[config.mk]
export PLATFORM = sky130hd
export DESIGN_NAME = mip_chain_memory_size
export DESIGN_NICKNAME = d
export VERILOG_FILES = /design/src/sv/mcms_pkg.sv /design/src/sv/mcms_mac.sv /design/src/sv/mcms_seq.sv /design/src/sv/mip_chain_memory_size.sv
export SDC_FILE = /design/constraint.sdc
export NUM_CORES = 1
export LEC_CHECK = 0
export ABC_AREA = 1
export CORE_ASPECT_RATIO = 0.6
export CORE_MARGIN = 4
export CORE_UTILIZATION = 55
export CTS_BUF_LIST = sky130_fd_sc_hd__clkbuf_8
export DETAILED_ROUTE_END_ITERATION = 8
export DONT_BUFFER_PORTS = 1
export MAX_ROUTING_LAYER = met4
export PLACE_DENSITY_LB_ADDON = 0.1
export SLEW_MARGIN = 20
export SYNTH_ARGS = -nofsm -noshare
export SYNTH_HDL_FRONTEND = slang
export SYNTH_SLANG_ARGS = --single-unit
[constraint.sdc]
create_clock -name clk_i -period 12.6 [get_ports clk_i]
set_input_delay 2.52 -clock clk_i [delete_from_list [all_inputs] [get_ports clk_i]]
set_output_delay 2.52 -clock clk_i [all_outputs]
set_load 0.05 [all_outputs]
[src/sv/mcms_pkg.sv]
package mcms_pkg;

  // field widths
  localparam int unsigned SideW  = 13;
  localparam int unsigned LevelW = 4;
  localparam int unsigned BytesW = 27;
  localparam int unsigned ShW    = 3;

  // default largest side in pixels
  localparam int unsigned MaxDimDefault = 4096;

  // format class codes
  localparam logic [1:0] FmtPlain = 2'd0;
  localparam logic [1:0] FmtDxt1  = 2'd1;
  localparam logic [1:0] FmtDxt35 = 2'd2;

  // log2 of bytes per block for each format
  localparam logic [ShW-1:0] ShPlain = 3'd2;
  localparam logic [ShW-1:0] ShDxt1  = 3'd3;
  localparam logic [ShW-1:0] ShDxt35 = 3'd4;

  // largest side that fits in one compressed block
  localparam logic [SideW-1:0] BlockSide = 13'd4;

  // input item
  typedef struct packed {
    logic [SideW-1:0] width;
    logic [SideW-1:0] height;
    logic [1:0]       format_class;
    logic             mipmapped;
  } mcms_in_t;

  // result item
  typedef struct packed {
    logic [LevelW-1:0] top_level;
    logic [BytesW-1:0] base_bytes;
    logic [BytesW-1:0] total_bytes;
  } mcms_out_t;

  // one level request from the sequencer to the multiply-accumulate unit
  typedef struct packed {
    logic             issue;
    logic             first;
    logic             last;
    logic [SideW-1:0] blk_w;
    logic [SideW-1:0] blk_h;
    logic [ShW-1:0]   sh;
  } mcms_mac_req_t;

  // sequencer states
  typedef enum logic [2:0] {
    StIdle  = 3'b001,
    StRun   = 3'b010,
    StFlush = 3'b100
  } mcms_state_e;

endpackage

[src/sv/mcms_mac.sv]
module mcms_mac (
  input  logic                        clk_i,
  input  logic                        rst_ni,
  input  mcms_pkg::mcms_mac_req_t     req_i,
  output logic                        done_o,
  output logic [mcms_pkg::BytesW-1:0] base_o,
  output logic [mcms_pkg::BytesW-1:0] total_o
);

  localparam int unsigned MulW = 2 * mcms_pkg::SideW;
  localparam int unsigned ScW  = MulW + 4;

  logic [MulW-1:0]             mul;
  logic [ScW-1:0]              scaled;
  logic [mcms_pkg::BytesW-1:0] prod_d, prod_q;
  logic                        prod_vld_q, prod_first_q, prod_last_q;
  logic [mcms_pkg::BytesW-1:0] acc_d, acc_q, base_d, base_q;
  logic                        done_d, done_q;

  // block count product scaled by bytes per block
  assign mul    = MulW'(req_i.blk_w) * MulW'(req_i.blk_h);
  assign scaled = ScW'(mul) << req_i.sh;
  assign prod_d = scaled[mcms_pkg::BytesW-1:0];

  // product stage
  always_ff @(posedge clk_i or negedge rst_ni) begin
    if (!rst_ni) begin
      prod_vld_q   <= 1'b0;
      prod_first_q <= 1'b0;
      prod_last_q  <= 1'b0;
    end else begin
      prod_vld_q   <= req_i.issue;
      prod_first_q <= req_i.first;
      prod_last_q  <= req_i.last;
    end
  end

  always_ff @(posedge clk_i) begin
    prod_q <= prod_d;
  end

  // accumulate, the first level also gives the base size
  always_comb begin
    acc_d  = acc_q;
    base_d = base_q;
    done_d = 1'b0;
    if (prod_vld_q) begin
      done_d = prod_last_q;
      if (prod_first_q) begin
        acc_d  = prod_q;
        base_d = prod_q;
      end else begin
        acc_d = acc_q + prod_q;
      end
    end
  end

  always_ff @(posedge clk_i or negedge rst_ni) begin
    if (!rst_ni) begin
      done_q <= 1'b0;
    end else begin
      done_q <= done_d;
    end
  end

  always_ff @(posedge clk_i) begin
    acc_q  <= acc_d;
    base_q <= base_d;
  end

  assign done_o  = done_q;
  assign base_o  = base_q;
  assign total_o = acc_q;

endmodule

[src/sv/mcms_seq.sv]
module mcms_seq #(
  parameter int unsigned MAX_DIM = mcms_pkg::MaxDimDefault
) (
  input  logic                         clk_i,
  input  logic                         rst_ni,
  input  logic                         start,
  input  mcms_pkg::mcms_in_t           in_i,
  output logic                         busy,
  output mcms_pkg::mcms_mac_req_t      req_o,
  output logic [mcms_pkg::LevelW-1:0]  level_o
);

  localparam int unsigned CmpW = mcms_pkg::SideW + 2;
  localparam logic [CmpW-1:0] MaxDimC = CmpW'(MAX_DIM);

  mcms_pkg::mcms_state_e state_d, state_q;

  logic [mcms_pkg::SideW-1:0]  w_d, w_q, h_d, h_q;
  logic [mcms_pkg::LevelW-1:0] level_d, level_q;
  logic                        mip_d, mip_q, cmp_d, cmp_q;
  logic [mcms_pkg::ShW-1:0]    sh_d, sh_q;
  logic [mcms_pkg::SideW-1:0]  w_clamp, h_clamp;
  logic [mcms_pkg::SideW:0]    w_round, h_round;
  logic                        fits;
  logic                        accept;

  assign accept = start && !busy;

  // clamp sides to 1..MAX_DIM
  always_comb begin
    w_clamp = in_i.width;
    h_clamp = in_i.height;
    if (w_clamp == '0) begin
      w_clamp = mcms_pkg::SideW'(1);
    end
    if (h_clamp == '0) begin
      h_clamp = mcms_pkg::SideW'(1);
    end
    if (CmpW'(w_clamp) > MaxDimC) begin
      w_clamp = mcms_pkg::SideW'(MAX_DIM);
    end
    if (CmpW'(h_clamp) > MaxDimC) begin
      h_clamp = mcms_pkg::SideW'(MAX_DIM);
    end
  end

  // block counts per side, rounded up for compressed formats
  assign w_round = ({1'b0, w_q} + (mcms_pkg::SideW + 1)'(3)) >> 2;
  assign h_round = ({1'b0, h_q} + (mcms_pkg::SideW + 1)'(3)) >> 2;

  // chain ends once both sides fit in one block
  assign fits = cmp_q ? ((w_q <= mcms_pkg::BlockSide) && (h_q <= mcms_pkg::BlockSide))
                      : ((w_q == mcms_pkg::SideW'(1)) && (h_q == mcms_pkg::SideW'(1)));

  // level sequencer
  always_comb begin
    state_d = state_q;
    w_d     = w_q;
    h_d     = h_q;
    level_d = level_q;
    mip_d   = mip_q;
    cmp_d   = cmp_q;
    sh_d    = sh_q;

    req_o.issue = 1'b0;
    req_o.first = (level_q == '0);
    req_o.last  = !(mip_q && !fits);
    req_o.blk_w = cmp_q ? w_round[mcms_pkg::SideW-1:0] : w_q;
    req_o.blk_h = cmp_q ? h_round[mcms_pkg::SideW-1:0] : h_q;
    req_o.sh    = sh_q;

    unique case (state_q)
      mcms_pkg::StIdle: begin
        if (accept) begin
          w_d     = w_clamp;
          h_d     = h_clamp;
          level_d = '0;
          mip_d   = in_i.mipmapped;
          unique case (in_i.format_class)
            mcms_pkg::FmtDxt1: begin
              cmp_d = 1'b1;
              sh_d  = mcms_pkg::ShDxt1;
            end
            mcms_pkg::FmtDxt35: begin
              cmp_d = 1'b1;
              sh_d  = mcms_pkg::ShDxt35;
            end
            default: begin
              cmp_d = 1'b0;
              sh_d  = mcms_pkg::ShPlain;
            end
          endcase
          state_d = mcms_pkg::StRun;
        end
      end
      mcms_pkg::StRun: begin
        req_o.issue = 1'b1;
        if (req_o.last) begin
          state_d = mcms_pkg::StFlush;
        end else begin
          w_d     = (w_q > mcms_pkg::SideW'(1)) ? (w_q >> 1) : mcms_pkg::SideW'(1);
          h_d     = (h_q > mcms_pkg::SideW'(1)) ? (h_q >> 1) : mcms_pkg::SideW'(1);
          level_d = level_q + mcms_pkg::LevelW'(1);
        end
      end
      mcms_pkg::StFlush: begin
        state_d = mcms_pkg::StIdle;
      end
      default: begin
        state_d = mcms_pkg::StIdle;
      end
    endcase
  end

  always_ff @(posedge clk_i or negedge rst_ni) begin
    if (!rst_ni) begin
      state_q <= mcms_pkg::StIdle;
    end else begin
      state_q <= state_d;
    end
  end

  always_ff @(posedge clk_i) begin
    w_q     <= w_d;
    h_q     <= h_d;
    level_q <= level_d;
    mip_q   <= mip_d;
    cmp_q   <= cmp_d;
    sh_q    <= sh_d;
  end

  assign busy    = (state_q != mcms_pkg::StIdle);
  assign level_o = level_q;

endmodule

[src/sv/mip_chain_memory_size.sv]
// Mip chain memory sizer. Pulse start while busy is low with the texture's
// level-0 width, height, format class and mipmapped flag on in_i; one result
// comes back on res_o, marked by res_valid_o for a single cycle, and must be
// taken then since the block cannot hold it. The result gives the top mip
// level, the bytes of level 0 and the bytes of all stored levels. One shared
// multiplier sizes one mip level per cycle, so busy stays high while the levels
// are issued and through the flush state; the next item can be taken once busy
// is low again, even before the previous result has passed the product,
// accumulate and result registers to its strobe.
module mip_chain_memory_size #(
  parameter int unsigned MAX_DIM = mcms_pkg::MaxDimDefault
) (
  input  logic                clk_i,
  input  logic                rst_ni,
  input  logic                start,
  output logic                busy,
  input  mcms_pkg::mcms_in_t  in_i,
  output logic                res_valid_o,
  output mcms_pkg::mcms_out_t res_o
);

  mcms_pkg::mcms_mac_req_t     mac_req;
  logic [mcms_pkg::LevelW-1:0] level;
  logic                        mac_done;
  logic [mcms_pkg::BytesW-1:0] base_bytes, total_bytes;
  logic                        res_valid_q;
  mcms_pkg::mcms_out_t         res_q;

  // level sequencer
  mcms_seq #(
    .MAX_DIM(MAX_DIM)
  ) u_seq (
    .clk_i  (clk_i),
    .rst_ni (rst_ni),
    .start  (start),
    .in_i   (in_i),
    .busy   (busy),
    .req_o  (mac_req),
    .level_o(level)
  );

  // shared multiply-accumulate unit
  mcms_mac u_mac (
    .clk_i  (clk_i),
    .rst_ni (rst_ni),
    .req_i  (mac_req),
    .done_o (mac_done),
    .base_o (base_bytes),
    .total_o(total_bytes)
  );

  // result register
  always_ff @(posedge clk_i or negedge rst_ni) begin
    if (!rst_ni) begin
      res_valid_q <= 1'b0;
    end else begin
      res_valid_q <= mac_done;
    end
  end

  always_ff @(posedge clk_i) begin
    if (mac_done) begin
      res_q.top_level   <= level;
      res_q.base_bytes  <= base_bytes;
      res_q.total_bytes <= total_bytes;
    end
  end

  assign res_valid_o = res_valid_q;
  assign res_o       = res_q;

endmodule
After elaboration in Yosys (flattened, before gate mapping)
Index checks and enable logic that the tools add are counted.
W data, S select, Z words.
{ "totals": {"ramBits": 0, "output_inout_bits": 60, "in_bits": 32, "latch_bits": 0, "n_memories": 0, "ff_bits": 182, "romBits": 0} }
{ "classes": {"shifts": 1, "n_bitwise": 0, "n_mul": 1, "eq_ne": 10, "addsub": 4, "mux": 26, "reduce_logical": 16, "n_lt_le_gt_ge": 6, "div_mod_pow": 0} }
{ "op_table": {"columns": ["cell", "n"], "rows": [
  ["$mux W13", 10],
  ["$pmux W13 S2", 2],
  ["$add A13 B2 Y14 const B", 2],
  ["$add A27 B27 Y27", 1],
  ["$mux W27", 1],
  ["$shl A26 B3 Y27", 1],
  ["$eq A13 B1 Y1 const B", 2],
  ["$gt A13 B1 Y1 const B", 2],
  ["$gt A13 B13 Y1 const B", 2],
  ["$le A13 B3 Y1 const B", 2],
  ["$logic_not A13 Y1", 2],
  ["$mul A13 B13 Y26", 1],
  ["$mux W12", 2],
  ["$pmux W3 S2", 2],
  ["$mux W4", 2],
  ["$pmux W4 S2", 1],
  ["$mux W3", 2],
  ["$reduce_and A2 Y1", 3],
  ["$add A4 B1 Y4 const B", 1],
  ["$logic_and A1 B1 Y1", 4],
  ["$logic_not A4 Y1", 1],
  ["$mux W1", 4],
  ["$ne A2 B1 Y1 const B", 2],
  ["$eq A3 B1 Y1 const B", 1],
  ["9 further kinds", 11]
]} }

Depth between registers and ports, before layout
{ "depth": {"depth_word": 7, "ltp_mapped": 38, "ltp_nobuf": 38} }

Modules after synthesis
Synthesis repeated with hierarchy kept, for this count alone.
{ "hier_totals": {"hier_cells": 2025, "hier_area_um2": 15891.5} }
{ "modules_own_cells": {"columns": ["module", "area_per_inst_um2", "seq_area_each_um2", "n_inst", "cells_each"], "rows": [
  ["mcms_mac", 11290.8, 2262.2, 1, 1541],
  ["mcms_seq", 2834.0, 1127.3, 1, 425],
  ["mip_chain_memory_size", 1766.7, 1766.7, 1, 59]
]} }

Worst setup path before layout
Ideal clock, no wire load.
{ "synth_timing": {"path_type": "register to register", "start": "register u_seq.h_q[6] (netlist bit)", "end": "register u_mac.prod_q[21] (netlist bit)", "setup_time_ps": 114, "path_stages_with_launch": 30, "t_required_ps": 12486, "n_path_buf": 0, "synth_period_minus_slack_ps": 5645, "arrival_ps": 5531, "setup_slack_ps": 6955, "path_cell_list": "edfxtp_1 inv_2 nor4_4 nand3_2 inv_2 nand2_4 nand2_2 inv_2 o21ai_2 nand2_4 inv_6 nand2_2 fa_1 inv_1 fa_1 fa_1 fa_1 inv_1 fa_1 inv_1 ha_1 nand2_1 inv_1 a21oi_1 nand3_1 or2_2 nand3_1 nand3_1 nand3_1 nand2_1"} }
{ "synth_between": {"elab_chain_cells": 4} }
{ "synth_rtl": {"columns": ["item", "line_no", "text"], "rows": [
  ["from (decl)", "mcms_seq.sv:18", "logic [mcms_pkg::SideW-1:0] w_d, w_q, h_d, h_q;"],
  ["from (signal assigned)", "mcms_seq.sv:125", "h_q <= h_d;"],
  ["$add A13 B2 Y14", "mcms_seq.sv:49", "assign h_round = ({1'b0, h_q} + (mcms_pkg::SideW + 1)'(3)) >> 2;"],
  ["$mux W13 *", "mcms_seq.sv:69", "req_o.blk_h = cmp_q ? h_round[mcms_pkg::SideW-1:0] : h_q;"],
  ["$mul A13 B13 Y26 *", "mcms_mac.sv:21", "assign mul = MulW'(req_i.blk_w) * MulW'(req_i.blk_h);"],
  ["$shl A26 B3 Y27 *", "mcms_mac.sv:22", "assign scaled = ScW'(mul) << req_i.sh;"],
  ["named net u_mac.scaled[21]", "mcms_mac.sv:14", "logic [ScW-1:0] scaled;"],
  ["to (signal assigned)", "mcms_mac.sv:39", "prod_q <= prod_d;"],
  ["to (decl)", "mcms_mac.sv:15", "logic [mcms_pkg::BytesW-1:0] prod_d, prod_q;"]
]} }
The timed path passes the listed nets; every way through them passes the cells marked *.
A chain may end at the register's enable or synchronous reset.

Worst setup path after layout
{ "layout_timing": {"start": "register u_seq.w_q[3] (netlist bit)", "end": "register u_mac.prod_q[13] (netlist bit)"} }
{ "layout_between": {"elab_chain_cells": 4} }
{ "layout_rtl": {"columns": ["item", "line_no", "text"], "rows": [
  ["from (decl)", "mcms_seq.sv:18", null],
  ["from (signal assigned)", "mcms_seq.sv:124", "w_q <= w_d;"],
  ["$add A13 B2 Y14", "mcms_seq.sv:48", "assign w_round = ({1'b0, w_q} + (mcms_pkg::SideW + 1)'(3)) >> 2;"],
  ["$mux W13 *", "mcms_seq.sv:68", "req_o.blk_w = cmp_q ? w_round[mcms_pkg::SideW-1:0] : w_q;"],
  ["$mul A13 B13 Y26 *", "mcms_mac.sv:21", null],
  ["$shl A26 B3 Y27 *", "mcms_mac.sv:22", null],
  ["named net u_mac.scaled[13]", "mcms_mac.sv:14", null]
]} }
Marked as above.

==> impl_metrics.ini <==
[setup_path]
cp_common_cell = inv_1
crit_path_top_delay_cell = a31oi_1
end_kind = flop
crit_path_max_incr_delay_ns = 0.82
cp_data_arrival_time_ns = 7.95
critPathKind = reg -> reg
startpoint_type = flop
cp_max_fo = 9
cp.required_ns = 12.99

[die]
core_um2 = 27580
die_w_um = 224.2
die_area_um2 = 30870
io_pins = 92
rows = 47
start_util = 0.5592
dieHeight_um = 137.7

[timing]
finalHoldViolations = 0
fin_crit_ns = 7.559
slew_viol_final = 0
setup_tns_ns = 0
min_period_over_period = 0.5999
max_slew_margin = 0.2999
rsz0062_at_grt = no
setup_viol = 0
tightestPinTransition_ns = 1.043
fin_skew_ns = 0.02255
max_freq_mhz = 132.3

[final_layout]
synthToLayoutAreaGrowth_pct = 5.541
drive_above_1_share = 0.07188
final-instance-count-excl-fill = 2246
fin_util = 0.5902
nets = 2120

[status]
outcome = finished clean

[logic_synthesis]
yosysSeqAreaShare = 0.3343
synthCells = 1869
synthesis.nets = 2124
synth_area_leaders = edfxtp_1 (29%), fa_1 (16%), nand2_1 (11%)
synth_edf_count = 147
syn-mean-instance-area_um2 = 8.252
yosysMostFrequentCell = nand2_1
synth.top_cell.area_share = 0.2862
ys_warn_count = 0
ys_types = 52
syn_area_um2 = 15420
ys.flop_type = edfxtp_1
synth-seq-cells = 182
netlist_top_cells_count = nand2_1 (438), inv_1 (345), nor2_1 (166), nand3_1 (164), edfxtp_1 (147)
synth_top_area_cell = edfxtp_1
ys_async_sr_fraction = 0.04396

[placement]
dp_cells = 2213
gp_congestion = 1.030
dp_hpwl_mm = 35.67
port_buffers = 0

[global_routing]
grt_overflow = 0
grt_pass1_vias = 11768
grt_pass1_wl_mm = 67.76
groute.usage.overall = 0.2989
grt_max_degree = 60
antenna_found_initial = 1

[routing]
drt_drc_violations_left = 0
drt-pass1-iter-count = 6
drt-total-wl_mm = 43.43
ant_nets = 0
drtIter0Drc = 1207
routedWlPerCell_um = 19.34
vias_per_cell = 5.530
dr_total_vias = 12420

[clock_tree]
cts_setup_buffers = 0
cts_hold_buf = 0
ctsHtreeMaxLevel = 4
cts_tree = built
post_cts_resized = 0
cts.sinks = 182
clockBufferDepth = 2
insertion_delay_ns = 0.49
clkSlewWorstSetupHoldPaths_ns = 0.12
numCtsBuffers = 17
cts_root_buf = clkbuf_8

[min_path]
hp-class = reg -> reg

[flow_run]
maxCapViolCount = 0
[logic make-up after synthesis]
family	after synthesis	synth area share
AND/OR/NAND/NOR	874	0.2477
buffers and inverters	400	0.09971
adder cells (fa/ha/maj)	223	0.2403
flip-flops	182	0.3343
AO/OA/AOI/OAI	170	0.06636
XOR/XNOR	17	0.009655
multiplexers	3	0.001947
[final timing paths]
path | startpoint | end | slack, ns | cells after the start
setup / recovery | u_seq.w_q[3]$_DFFE_PP_ | u_mac.prod_q[13]$_DFF_P_ | 5.04 | 26
hold / removal | u_mac.base_o[23]$_DFFE_PP_ | res_o[50]$_DFFE_PP_ | 0.42 | 0
setup reg to reg | u_seq.w_q[3]$_DFFE_PP_ | u_mac.prod_q[13]$_DFF_P_ | 5.04 | 26
hold reg to reg | u_mac.base_o[23]$_DFFE_PP_ | res_o[50]$_DFFE_PP_ | 0.42 | 0
max in group asynchronous | rst_ni | u_seq.state_q[0]$_DFFE_PN1P_ | 10.71 | 0
min in group asynchronous | rst_ni | res_valid_o$_DFF_PN0_ | 1.71 | 0
[worst max-delay path, delay by kind of cell (launching register included)]
family | cells | cell delay [ns]
AO/OA/AOI/OAI | 3 | 1.53
flip-flops | 1 | 0.43
XOR/XNOR | 1 | 0.50
adder cells (fa/ha/maj) | 6 | 2.50
AND/OR/NAND/NOR | 9 | 1.33
buffers and inverters | 7 | 1.15
[per-layer routing]
metal  global-route usage  wire, um  vias to the layer above  part of all wire
met2               0.3427     14820                      578              0.34
met3               0.1156      5852                       17              0.13
met1               0.4881     22540                     5874              0.52
met5                    -         0                        -                 0
li1                     -         -                     5951                 -
met4              0.03638       210                        0            0.0048
[layout by cell type (no fill, tap or decap), drive strengths merged, types with 20 or more instances in the layout]
master  count
nand2     455
inv       369
nor2      179
nand3     167
edfxtp    147
fa        122
ha        101
o21ai      92
a21oi      46
dfxtp      27
nand4      20
[flip-flops by register name, indices dropped and copies added, names as in the netlist, 3 cells and up]
signal / cells
u_seq.sh_q: 3
u_seq.w_q: 13
u_seq.h_q: 13
u_seq.state_q: 3
u_mac.prod_q: 27
u_mac.total_o: 27
u_seq.level_o: 4
u_mac.base_o: 27
res_o: 58
[area by class of cell]
cell class,instances,area [um2]
fill,2565,11300
multi-input combinational,1287,8731
sequential,182,5157
inverter,365,1381
tap,367,459.2
clock buffer,17,234.0
clock inverter,15,221.5
timing repair buffer,12,90.09
antenna,1,2.502
[stage by stage]
stage | area [um2] | setup slack, ns | hold WS [ns]
2_1_floorplan | 15420 | 6.955 | 0.4003
3_3_place_gp | 15820 | 5.546 | 0.4016
3_5_place_dp | 15820 | 5.523 | 0.4045
4_1_cts | 16270 | 5.473 | 0.4202
5_1_grt | 16280 | 4.787 | 0.4307
6_report | 16280 | 5.041 | 0.4205
Power is not shown: default switching activity piles up to over one toggle a cycle in this logic, so the estimate is an artifact.
